[src/rtl/core/pspai_pkg.sv]
`timescale 1ns / 1ps
package pspai_pkg;

	// Shared multiplier operand and product widths.
	localparam int MUL_AW = 39;
	localparam int MUL_BW = 20;
	localparam int MUL_PW = MUL_AW + MUL_BW;

	// Divider dividend width and saturated quotient width.
	localparam int NUM_W = 55;
	localparam int QUO_W = 19;

	// Velocity accumulator width.
	localparam int ACC_W = 56;

	// Configuration port.
	localparam int CFG_DW = 17;
	localparam int CFG_IW = 3;

	localparam logic [CFG_IW-1:0] CFG_W0        = 3'd0;
	localparam logic [CFG_IW-1:0] CFG_VEL_LIMIT = 3'd1;
	localparam logic [CFG_IW-1:0] CFG_WEIGHT_MIN = 3'd2;
	localparam logic [CFG_IW-1:0] CFG_WEIGHT_MAX = 3'd3;
	localparam logic [CFG_IW-1:0] CFG_R1        = 3'd4;
	localparam logic [CFG_IW-1:0] CFG_R2        = 3'd5;
	localparam logic [CFG_IW-1:0] CFG_MAP_HALF  = 3'd6;

	// Command codes.
	localparam logic CMD_START = 1'b0;
	localparam logic CMD_STEP  = 1'b1;

	// Fitness trend codes.
	localparam logic [1:0] TREND_NONE = 2'd0;
	localparam logic [1:0] TREND_RISE = 2'd1;
	localparam logic [1:0] TREND_FALL = 2'd2;

	// log2(e) in Q14.
	localparam logic [15:0] LOG2E_Q14 = 16'd23637;

	// Upper limit of the exponent argument in Q12.
	localparam logic signed [19:0] X_MAX = 20'sd65536;

	typedef struct packed {
		logic busy;
		logic done;
	} div_stat_t;

	// 2^(i/16) in Q15, for i from 0 to 16.
	function automatic logic [16:0] pow2_q15(input logic [4:0] idx);
		logic [16:0] r;
		case (idx)
			5'd0: r = 17'd32768;
			5'd1: r = 17'd34219;
			5'd2: r = 17'd35734;
			5'd3: r = 17'd37316;
			5'd4: r = 17'd38968;
			5'd5: r = 17'd40694;
			5'd6: r = 17'd42495;
			5'd7: r = 17'd44377;
			5'd8: r = 17'd46341;
			5'd9: r = 17'd48393;
			5'd10: r = 17'd50535;
			5'd11: r = 17'd52773;
			5'd12: r = 17'd55109;
			5'd13: r = 17'd57549;
			5'd14: r = 17'd60097;
			5'd15: r = 17'd62758;
			5'd16: r = 17'd65536;
			default: r = 17'd65536;
		endcase
		return r;
	endfunction

endpackage

[src/rtl/core/pso_particle_adaptive_inertia.sv]
`timescale 1ns / 1ps
// One particle of a two-dimensional particle swarm that seeks a source. A start transaction
// loads position and velocity, sets both inertia weights to w0 and scores the particle; a
// step transaction moves it toward its own best and the swarm best, clamps speed and
// position, scores it as the negative squared distance to the source and adapts each
// inertia weight with a table-based exponential that follows the fitness trend. A particle
// whose score is zero is frozen until the next start. Every transaction yields exactly one
// result. All arithmetic goes through one registered multiplier and one restoring divider
// under a sequencer, and the block takes no new transaction while one is at work. A step
// with weight adaptation takes longest, dominated by two divisions by the map scale.
// A finished result waits in an output register, so the next transaction may be accepted
// before the previous result is taken.
module pso_particle_adaptive_inertia #(
	parameter int POSITION_LIMIT = 150,
	parameter int FRACTION_BITS  = 8
) (
	input  logic                              clk,
	input  logic                              arst_n,
	input  logic                              cfg_we,
	input  logic [pspai_pkg::CFG_IW-1:0]      cfg_index,
	input  logic [pspai_pkg::CFG_DW-1:0]      cfg_data,
	input  logic                              in_valid,
	output logic                              in_ready,
	input  logic                              cmd,
	input  logic signed [17:0]                start_x,
	input  logic signed [17:0]                start_y,
	input  logic signed [17:0]                start_vx,
	input  logic signed [17:0]                start_vy,
	input  logic signed [17:0]                swarm_best_x,
	input  logic signed [17:0]                swarm_best_y,
	input  logic signed [17:0]                source_x,
	input  logic signed [17:0]                source_y,
	output logic                              out_valid,
	input  logic                              out_ready,
	output logic signed [28:0]                score,
	output logic signed [17:0]                pos_x,
	output logic signed [17:0]                pos_y,
	output logic                              on_target
);
	import pspai_pkg::*;

	localparam int DEN_SH   = 3 * FRACTION_BITS - 12;
	localparam int DEN_W    = 20 + DEN_SH;
	localparam int PLIM_RAW = POSITION_LIMIT << FRACTION_BITS;
	localparam int PLIM     = (PLIM_RAW > 131071) ? 131071 : PLIM_RAW;
	localparam logic signed [18:0] PLIM_S = 19'(PLIM);

	typedef enum logic [4:0] {
		ST_IDLE, ST_V1, ST_V2, ST_V3, ST_V4, ST_V5, ST_V6, ST_V7, ST_V8,
		ST_SC1, ST_SC2, ST_SC3, ST_UPD, ST_A0, ST_A1, ST_A2, ST_A3,
		ST_DIV, ST_DIVW, ST_E1, ST_E2, ST_E3, ST_E4, ST_E5, ST_FIN
	} state_t;

	state_t state_q;

	// Configuration registers.
	logic [15:0] w0_q, wmin_q, wmax_q, r1_q, r2_q;
	logic [16:0] vlim_q;
	logic [8:0]  mh_q;

	// Particle state.
	logic signed [17:0] cur_q  [2];
	logic signed [17:0] spd_q  [2];
	logic signed [17:0] best_q [2];
	logic        [15:0] iner_q [2];
	logic signed [29:0] cur_score_q, last_score_q;
	logic               lsv_q;
	logic [1:0]         trend_new_q, trend_old_q;

	// Transaction and sequencer registers.
	logic               cmd_q;
	logic signed [17:0] gb_q  [2];
	logic signed [17:0] src_q [2];
	logic               ax_q;
	logic signed [ACC_W-1:0] acc_q;
	logic [37:0]        sq_q;
	logic [DEN_W-1:0]   den_q;
	logic [NUM_W-1:0]   num_q;
	logic               neg_q;
	logic signed [19:0] x_q;
	logic signed [7:0]  n_q;
	logic [3:0]         i_q;
	logic [15:0]        e_q;

	// Output register.
	logic               out_valid_q;
	logic signed [28:0] out_score_q;
	logic signed [17:0] out_x_q, out_y_q;
	logic               out_tgt_q;

	// Shared units.
	logic signed [MUL_AW-1:0] mul_a;
	logic signed [MUL_BW-1:0] mul_b;
	logic signed [MUL_PW-1:0] mul_p;
	logic                     div_start;
	div_stat_t                div_stat;
	logic [QUO_W-1:0]         div_quo;

	// Per-axis selections.
	logic        [15:0] w_sel;
	logic        [16:0] c_sel;
	logic signed [18:0] own_diff, sw_diff, d_sel, dx, dy, pos_sum;
	logic               rising, falling, improved, in_acc;
	logic [8:0]         mh_eff;
	logic signed [27:0] vraw, vlim_s;
	logic [38:0]        ssum;
	logic [38:0]        sshr;
	logic [28:0]        s_sat;
	logic signed [19:0] y_val;
	logic [11:0]        f_val;
	logic [16:0]        t_lo, t_hi, m_val;
	logic signed [7:0]  sh_val;
	logic [19:0]        pinc;
	logic [20:0]        wsum;
	logic signed [21:0] wdif;

	assign in_acc   = in_valid && in_ready;
	assign in_ready = (state_q == ST_IDLE);

	assign w_sel    = iner_q[ax_q];
	assign c_sel    = 17'(w_sel) + 17'd4096;
	assign own_diff = 19'(best_q[ax_q]) - 19'(cur_q[ax_q]);
	assign sw_diff  = 19'(gb_q[ax_q]) - 19'(cur_q[ax_q]);
	assign d_sel    = 19'(cur_q[ax_q]) - 19'(gb_q[ax_q]);
	assign dx       = 19'(cur_q[0]) - 19'(src_q[0]);
	assign dy       = 19'(cur_q[1]) - 19'(src_q[1]);
	assign pos_sum  = 19'(cur_q[ax_q]) + 19'(spd_q[ax_q]);
	assign rising   = (trend_new_q == TREND_RISE) && (trend_old_q == TREND_RISE);
	assign falling  = (trend_new_q == TREND_FALL) && (trend_old_q == TREND_FALL);
	assign improved = !lsv_q || (cur_score_q > last_score_q);
	assign mh_eff   = (mh_q == 9'd0) ? 9'd1 : mh_q;

	assign vraw   = acc_q[ACC_W-1:28];
	assign vlim_s = $signed({11'b0, vlim_q});

	assign ssum  = 39'(sq_q) + 39'(mul_p[37:0]);
	assign sshr  = ssum >> FRACTION_BITS;
	assign s_sat = (sshr > 39'(29'h1000_0000)) ? 29'h1000_0000 : sshr[28:0];

	// Exponent: y = x*log2(e), split into integer n and fraction f.
	assign y_val = $signed(mul_p[33:14]);
	assign f_val = y_val[11:0];
	assign t_lo  = pow2_q15({1'b0, i_q});
	assign t_hi  = pow2_q15(5'({1'b0, i_q}) + 5'd1);
	assign m_val = t_lo + 17'(mul_p[19:8]);
	assign sh_val = 8'sd3 - n_q;

	assign pinc = mul_p[31:12];
	assign wsum = 21'(w_sel) + 21'(pinc);
	assign wdif = $signed({6'b0, w_sel}) - $signed({2'b0, pinc});

	// Operand selection for the shared multiplier.
	always_comb begin
		mul_a = '0;
		mul_b = '0;
		case (state_q)
			ST_V1: begin
				mul_a = MUL_AW'(w_sel);
				mul_b = MUL_BW'(spd_q[ax_q]);
			end
			ST_V2: begin
				mul_a = MUL_AW'(c_sel);
				mul_b = MUL_BW'(r1_q);
			end
			ST_V3: begin
				mul_a = MUL_AW'(mul_p);
				mul_b = MUL_BW'(own_diff);
			end
			ST_V4: begin
				mul_a = MUL_AW'(c_sel);
				mul_b = MUL_BW'(r2_q);
			end
			ST_V5: begin
				mul_a = MUL_AW'(mul_p);
				mul_b = MUL_BW'(sw_diff);
			end
			ST_SC1: begin
				mul_a = MUL_AW'(dx);
				mul_b = MUL_BW'(dx);
			end
			ST_SC2: begin
				mul_a = MUL_AW'(dy);
				mul_b = MUL_BW'(dy);
			end
			ST_A0: begin
				mul_a = MUL_AW'(mh_eff);
				mul_b = MUL_BW'(mh_eff);
			end
			ST_A1: begin
				mul_a = MUL_AW'(d_sel);
				mul_b = MUL_BW'(d_sel);
			end
			ST_A2: begin
				mul_a = MUL_AW'(mul_p[37:0]);
				mul_b = MUL_BW'(d_sel);
			end
			ST_E1: begin
				mul_a = MUL_AW'(x_q);
				mul_b = MUL_BW'(LOG2E_Q14);
			end
			ST_E2: begin
				mul_a = MUL_AW'(pow2_q15(5'({1'b0, f_val[11:8]}) + 5'd1)
					- pow2_q15({1'b0, f_val[11:8]}));
				mul_b = MUL_BW'(f_val[7:0]);
			end
			ST_E4: begin
				mul_a = MUL_AW'(w0_q);
				mul_b = MUL_BW'(e_q);
			end
			default: begin
				mul_a = '0;
				mul_b = '0;
			end
		endcase
	end

	assign div_start = (state_q == ST_DIV);

	pspai_mul u_mul (
		.clk (clk),
		.a   (mul_a),
		.b   (mul_b),
		.p   (mul_p)
	);

	pspai_div #(
		.DEN_W (DEN_W)
	) u_div (
		.clk    (clk),
		.arst_n (arst_n),
		.start  (div_start),
		.num    (num_q),
		.den    (den_q),
		.stat   (div_stat),
		.quo    (div_quo)
	);

	// Configuration writes.
	always_ff @(posedge clk or negedge arst_n) begin
		if (!arst_n) begin
			w0_q   <= 16'd2048;
			vlim_q <= 17'd2560;
			wmin_q <= 16'd1024;
			wmax_q <= 16'd4096;
			r1_q   <= 16'd32768;
			r2_q   <= 16'd32768;
			mh_q   <= 9'd100;
		end else if (cfg_we) begin
			case (cfg_index)
				CFG_W0:         w0_q   <= cfg_data[15:0];
				CFG_VEL_LIMIT:  vlim_q <= cfg_data;
				CFG_WEIGHT_MIN: wmin_q <= cfg_data[15:0];
				CFG_WEIGHT_MAX: wmax_q <= cfg_data[15:0];
				CFG_R1:         r1_q   <= cfg_data[15:0];
				CFG_R2:         r2_q   <= cfg_data[15:0];
				CFG_MAP_HALF:   mh_q   <= cfg_data[8:0];
				default: begin
				end
			endcase
		end
	end

	// Sequencer with the particle state and the output register.
	always_ff @(posedge clk or negedge arst_n) begin
		if (!arst_n) begin
			state_q      <= ST_IDLE;
			cur_q[0]     <= '0;
			cur_q[1]     <= '0;
			spd_q[0]     <= '0;
			spd_q[1]     <= '0;
			best_q[0]    <= '0;
			best_q[1]    <= '0;
			iner_q[0]    <= 16'd2048;
			iner_q[1]    <= 16'd2048;
			cur_score_q  <= '0;
			last_score_q <= '0;
			lsv_q        <= 1'b0;
			trend_new_q  <= TREND_NONE;
			trend_old_q  <= TREND_NONE;
			ax_q         <= 1'b0;
			acc_q        <= '0;
			sq_q         <= '0;
			den_q        <= '0;
			num_q        <= '0;
			neg_q        <= 1'b0;
			x_q          <= '0;
			n_q          <= '0;
			i_q          <= '0;
			e_q          <= '0;
			out_valid_q  <= 1'b0;
		end else begin
			// The output register loads when a result is ready and the slot is free or being taken;
			// otherwise it empties when the receiver takes it.
			if (state_q == ST_FIN && (!out_valid_q || out_ready)) begin
				out_valid_q <= 1'b1;
			end else if (out_ready) begin
				out_valid_q <= 1'b0;
			end
			case (state_q)
				ST_IDLE: begin
					if (in_acc) begin
						ax_q <= 1'b0;
						if (cmd == CMD_START) begin
							cur_q[0]  <= start_x;
							cur_q[1]  <= start_y;
							spd_q[0]  <= start_vx;
							spd_q[1]  <= start_vy;
							best_q[0] <= start_x;
							best_q[1] <= start_y;
							iner_q[0] <= w0_q;
							iner_q[1] <= w0_q;
							state_q   <= ST_SC1;
						end else if (cur_score_q == '0) begin
							state_q <= ST_FIN;
						end else begin
							state_q <= ST_V1;
						end
					end
				end
				ST_V1: state_q <= ST_V2;
				ST_V2: begin
					acc_q   <= ACC_W'(mul_p) <<< 16;
					state_q <= ST_V3;
				end
				ST_V3: state_q <= ST_V4;
				ST_V4: begin
					acc_q   <= acc_q + ACC_W'(mul_p);
					state_q <= ST_V5;
				end
				ST_V5: state_q <= ST_V6;
				ST_V6: begin
					acc_q   <= acc_q + ACC_W'(mul_p);
					state_q <= ST_V7;
				end
				ST_V7: begin
					if (vraw > vlim_s) begin
						spd_q[ax_q] <= vlim_s[17:0];
					end else if (vraw < -vlim_s) begin
						spd_q[ax_q] <= 18'(-vlim_s);
					end else begin
						spd_q[ax_q] <= vraw[17:0];
					end
					state_q <= ST_V8;
				end
				ST_V8: begin
					if (pos_sum > PLIM_S) begin
						cur_q[ax_q] <= PLIM_S[17:0];
					end else if (pos_sum < -PLIM_S) begin
						cur_q[ax_q] <= 18'(-PLIM_S);
					end else begin
						cur_q[ax_q] <= pos_sum[17:0];
					end
					if (!ax_q) begin
						ax_q    <= 1'b1;
						state_q <= ST_V1;
					end else begin
						state_q <= ST_SC1;
					end
				end
				ST_SC1: state_q <= ST_SC2;
				ST_SC2: begin
					sq_q    <= mul_p[37:0];
					state_q <= ST_SC3;
				end
				ST_SC3: begin
					cur_score_q <= -$signed(30'(s_sat));
					if (cmd_q == CMD_START) begin
						last_score_q <= '0;
						lsv_q        <= 1'b0;
						trend_new_q  <= TREND_NONE;
						trend_old_q  <= TREND_NONE;
						state_q      <= ST_FIN;
					end else begin
						state_q <= ST_UPD;
					end
				end
				ST_UPD: begin
					if (improved) begin
						best_q[0] <= cur_q[0];
						best_q[1] <= cur_q[1];
					end
					trend_old_q  <= trend_new_q;
					trend_new_q  <= improved ? TREND_RISE : TREND_FALL;
					last_score_q <= cur_score_q;
					lsv_q        <= 1'b1;
					ax_q         <= 1'b0;
					state_q      <= ST_A0;
				end
				ST_A0: begin
					state_q <= (rising || falling) ? ST_A1 : ST_FIN;
				end
				ST_A1: begin
					den_q   <= DEN_W'(mul_p[17:0]) << (DEN_SH + 2);
					state_q <= ST_A2;
				end
				ST_A2: begin
					if (rising) begin
						state_q <= ST_A3;
					end else begin
						num_q   <= NUM_W'(mul_p[37:0]);
						neg_q   <= 1'b0;
						state_q <= ST_DIV;
					end
				end
				ST_A3: begin
					neg_q   <= mul_p[MUL_PW-1];
					num_q   <= mul_p[MUL_PW-1] ? NUM_W'(-mul_p) : NUM_W'(mul_p);
					state_q <= ST_DIV;
				end
				ST_DIV: state_q <= ST_DIVW;
				ST_DIVW: begin
					if (div_stat.done) begin
						if (neg_q) begin
							x_q <= ($signed({1'b0, div_quo}) > X_MAX) ? X_MAX
								: $signed({1'b0, div_quo});
						end else begin
							x_q <= -$signed({1'b0, div_quo});
						end
						state_q <= ST_E1;
					end
				end
				ST_E1: state_q <= ST_E2;
				ST_E2: begin
					n_q     <= y_val[19:12];
					i_q     <= f_val[11:8];
					state_q <= ST_E3;
				end
				ST_E3: begin
					if (n_q >= 8'sd4) begin
						e_q <= 16'hFFFF;
					end else if (sh_val > 8'sd16) begin
						e_q <= '0;
					end else begin
						e_q <= 16'(m_val >> sh_val[4:0]);
					end
					state_q <= ST_E4;
				end
				ST_E4: state_q <= ST_E5;
				ST_E5: begin
					if (rising) begin
						iner_q[ax_q] <= (wsum > 21'(wmax_q)) ? wmax_q : wsum[15:0];
					end else begin
						iner_q[ax_q] <= (wdif < $signed({6'b0, wmin_q})) ? wmin_q
							: wdif[15:0];
					end
					if (!ax_q) begin
						ax_q    <= 1'b1;
						state_q <= ST_A0;
					end else begin
						state_q <= ST_FIN;
					end
				end
				ST_FIN: begin
					if (!out_valid_q || out_ready) begin
						state_q <= ST_IDLE;
					end
				end
				default: state_q <= ST_IDLE;
			endcase
		end
	end

	// Transaction fields and result payload.
	always_ff @(posedge clk) begin
		if (in_acc) begin
			cmd_q    <= cmd;
			gb_q[0]  <= swarm_best_x;
			gb_q[1]  <= swarm_best_y;
			src_q[0] <= source_x;
			src_q[1] <= source_y;
		end
		if (state_q == ST_FIN && (!out_valid_q || out_ready)) begin
			out_score_q <= cur_score_q[28:0];
			out_x_q     <= cur_q[0];
			out_y_q     <= cur_q[1];
			out_tgt_q   <= (cur_score_q == '0);
		end
	end

	assign out_valid = out_valid_q;
	assign score     = out_score_q;
	assign pos_x     = out_x_q;
	assign pos_y     = out_y_q;
	assign on_target = out_tgt_q;

`ifndef NO_ASSERTIONS
	// The divider only runs while the sequencer waits for it.
	assert property (@(posedge clk) disable iff (!arst_n)
		div_stat.busy |-> (state_q == ST_DIVW))
		else $error("divider busy outside of its wait state");

	// A delivered result flags on_target exactly when its score is zero.
	assert property (@(posedge clk) disable iff (!arst_n)
		out_valid |-> (on_target == (score == 29'sd0)))
		else $error("on_target disagrees with score");

	// No second transaction is taken right after one is accepted.
	assert property (@(posedge clk) disable iff (!arst_n)
		(in_valid && in_ready) |=> !in_ready)
		else $error("input accepted while busy");
`endif

endmodule

[src/rtl/core/pspai_mul.sv]
`timescale 1ns / 1ps
module pspai_mul (
	input  logic                                 clk,
	input  logic signed [pspai_pkg::MUL_AW-1:0]  a,
	input  logic signed [pspai_pkg::MUL_BW-1:0]  b,
	output logic signed [pspai_pkg::MUL_PW-1:0]  p
);
	import pspai_pkg::*;

	// Registered signed product; the result is available in the cycle after issue.
	always_ff @(posedge clk) begin
		p <= a * b;
	end

endmodule

[src/rtl/core/pspai_div.sv]
`timescale 1ns / 1ps
module pspai_div #(
	parameter int DEN_W = 32
) (
	input  logic                             clk,
	input  logic                             arst_n,
	input  logic                             start,
	input  logic [pspai_pkg::NUM_W-1:0]      num,
	input  logic [DEN_W-1:0]                 den,
	output pspai_pkg::div_stat_t             stat,
	output logic [pspai_pkg::QUO_W-1:0]      quo
);
	import pspai_pkg::*;

	localparam int DSH_W = DEN_W + QUO_W - 1;

	logic [NUM_W-1:0] rem_q;
	logic [DSH_W-1:0] dsh_q;
	logic [QUO_W-1:0] q_q;
	logic [4:0]       cnt_q;
	logic             busy_q;
	logic             done_q;
	logic             ovf;
	logic             take;

	// A quotient of 2^(QUO_W-1) or more saturates.
	assign ovf  = (num >> QUO_W) >= (NUM_W)'(den);
	assign take = (DSH_W + 1)'(rem_q) >= (DSH_W + 1)'(dsh_q);

	always_ff @(posedge clk or negedge arst_n) begin
		if (!arst_n) begin
			busy_q <= 1'b0;
			done_q <= 1'b0;
			cnt_q  <= '0;
		end else begin
			done_q <= 1'b0;
			if (start) begin
				if (ovf) begin
					done_q <= 1'b1;
				end else begin
					busy_q <= 1'b1;
					cnt_q  <= 5'(QUO_W);
				end
			end else if (busy_q) begin
				cnt_q <= cnt_q - 5'd1;
				if (cnt_q == 5'd1) begin
					busy_q <= 1'b0;
					done_q <= 1'b1;
				end
			end
		end
	end

	always_ff @(posedge clk) begin
		if (start) begin
			rem_q <= num;
			dsh_q <= DSH_W'(den) << (QUO_W - 1);
			q_q   <= ovf ? '1 : '0;
		end else if (busy_q) begin
			if (take) begin
				rem_q <= rem_q - NUM_W'(dsh_q);
			end
			q_q   <= {q_q[QUO_W-2:0], take};
			dsh_q <= dsh_q >> 1;
		end
	end

	assign stat.busy = busy_q;
	assign stat.done = done_q;
	assign quo = q_q[QUO_W-1] ? {1'b1, {(QUO_W - 1){1'b0}}} : q_q;

endmodule

[config.mk]
export PLATFORM = sky130hd
export DESIGN_NAME = pso_particle_adaptive_inertia
export DESIGN_NICKNAME = d
export VERILOG_FILES = /design/src/rtl/core/pspai_pkg.sv /design/src/rtl/core/pso_particle_adaptive_inertia.sv /design/src/rtl/core/pspai_mul.sv /design/src/rtl/core/pspai_div.sv
export SDC_FILE = /design/constraint.sdc
export NUM_CORES = 2
export LEC_CHECK = 0
export BUFFER_PORTS_ARGS = -buffer_cell sky130_fd_sc_hd__buf_2
export CORE_MARGIN = 5
export CORE_UTILIZATION = 50
export DETAILED_ROUTE_END_ITERATION = 8
export PLACE_DENSITY = 0.66
export SLEW_MARGIN = 20
export SYNTH_ARGS = -nofsm -noshare
export SYNTH_HDL_FRONTEND = slang
export SYNTH_HIERARCHICAL = 1
export SYNTH_SLANG_ARGS = --single-unit
[constraint.sdc]
create_clock -name clk -period 15.7 [get_ports clk]
set_input_delay 0.785 -clock clk [delete_from_list [all_inputs] [get_ports clk]]
set_output_delay 0.785 -clock clk [all_outputs]
set_load 0.05 [all_outputs]
==> out/results.txt <==
Die H -> 426 um
CP dominant cell by count -> fa_1
wire per inst -> 24.8 um
worst hold margin -> 69.4 ps
io pins -> 238
Max Slew Vio Count -> 0
Via-to-Cell Ratio -> 6.06
Req. time, crit path -> 16290 ps
reg-to-reg endpoint -> u_mul/p[58]
drt pass-1 iters -> 8
slew margin rel. -> 20.4%
worst stage delay on the critical path -> 1000 ps
post-CTS setup buffers -> 0
Post-Syn Area -> 86700 um2
CTS Hold Bufs -> 0
largest net degree at the start of global routing -> 206
DR iter-0 viols -> 7474
Initial Util -> 50.4%
synth warn -> 6
Remaining DRCs -> 0
Total GRT Usage -> 32.8%
CTS tree -> done
clk slew on worst S/H paths -> 60 ps
grt ovf -> 0
maximum clock rate -> 75.3 MHz
Hold Violations, Final -> 0
Resized cells post-CTS -> 0
htree depth -> 3
antenna viol nets, final -> 0
CTS Buf Count -> 99
layout cell share with drive strength beyond 1 -> 9.42%
CTS root buffer -> clkbuf_16
Rows -> 152
crit path max-delay cell type -> fa_1
Critical path destination -> u_mul/p[58]
max_cap viols -> 0
Min-Delay Path Class -> in2async
Least-Margin Pin Slew -> 1190 ps
final worst path period share -> 84.5%
drt total wl -> 303000 um
number of I/O port buffers -> 237
routed via count -> 74093
DP Wirelength -> 231000 um
Die Wd -> 426 um
worst setup path startpoint -> u_mul/p[23]
Final setup violation count -> 0
die area -> 182000 um2
clock skew -> 85.5 ps
worst r2r src -> u_mul/p[23]
Worst Path Max Fanout -> 20
RSZ-0062 raised after global routing -> false
fin nets -> 11349
R2R cell count -> 43
core region area -> 172000 um2
startpoint types -> flop
vias in the first global route -> 73456
CP arrival -> 13870 ps
worst reg2reg setup slack -> 2430 ps
Layout area overhead -> 8.39%
setup TNS -> 0 ps
syn avg cell area -> 8.84 um2
Setup CP Type -> reg2reg
Syn Inst Count -> 9804
initial antenna violation count -> 19
number of buffers on the longest clock path -> 3
CTS sink cnt -> 857
first-pass GRT wire length -> 456000 um
status -> finished clean
minimum clock period -> 13270 ps
clock latency at the later pin of the worst-skew pair -> 760 ps
Worst setup EP type -> flop
GP Congestion -> 0.984
Fill cells -> 15651
[state kept, by name, indices dropped and copies added, names as in the netlist, 29 cells and up]
signal        cells
score            29
cur_score_q      30
u_div/rem_q      51
num_q            55
src_q            36
iner_q           32
sq_q             38
spd_q            36
cur_q            36
u_div/dsh_q      50
last_score_q     30
u_mul/p          57
acc_q            56
best_q           36
gb_q             36
[worst min-delay path by stage]
stage	start	to	slack (ps)	cells after the start
2_1_floorplan	num_q[52]	num_q[52]	440	2
3_3_place_gp	num_q[52]	num_q[52]	460	2
3_5_place_dp	num_q[53]	num_q[53]	470	2
4_1_cts	arst_n	u_div/cnt_q[3]	50	1
5_1_grt	arst_n	u_div/busy_q	90	1
6_report	arst_n	num_q[9]	70	1
[per-layer routing]
metal | wire length, um | part of all wire [%] | vias up | GRT usage (%)
met5 | 7 | 0.0023 | - | 0
met4 | 16400 | 5.4 | 2 | 15.0
met3 | 26200 | 8.6 | 747 | 6.56
met2 | 139000 | 46 | 3314 | 52.7
met1 | 122000 | 40 | 36899 | 42.9
li1 | - | - | 33131 | -
[critical path: cells and delay by family, from the launching register on]
family	cells	cell delay, ps
buffers and inverters	6	1080
flip-flops	1	610
AND/OR/NAND/NOR	13	2690
XOR/XNOR	2	910
AO/OA/AOI/OAI	13	2710
adder cells (fa/ha/maj)	9	5050
[final cells by class]
cell class / count / area (um2) / area share [%]
inverter: 1225 / 4600 / 4.89
clock inverter: 58 / 737 / 0.784
antenna: 10 / 25.0 / 0.0266
clock buffer: 130 / 2810 / 2.99
tap: 2310 / 2890 / 3.08
timing repair buffer: 409 / 2500 / 2.66
sequential: 857 / 22300 / 23.7
multi-input combinational: 7219 / 58100 / 61.8
[metrics by stage]
step                      utilization (%)  std cells  area (um2)  setup slack [ps]
after CTS                            54.6      12207       93900              2640
after detailed placement             52.5      12019       90400              2720
after global placement               52.5      12018       90400              2810
after global routing                 54.6      12208       94000              1620
final                                54.6      12218       94000              2430
after floorplan                         -       9831       86800              4180
[cells in the final DEF, fill, tap and decap left out, drive strengths merged, types with 217 or more instances in the layout]
cell type  count
mux2         217
buf          408
ha           595
edfxtp       241
dfrtp        529
o21ai        519
and2         340
a21oi        468
xnor2        245
inv         1226
fa           773
nand2       1358
nor2         499
Power is left out: the tool's default activity adds up to more than one toggle a clock period on the data nets, which glitch-free logic cannot reach.
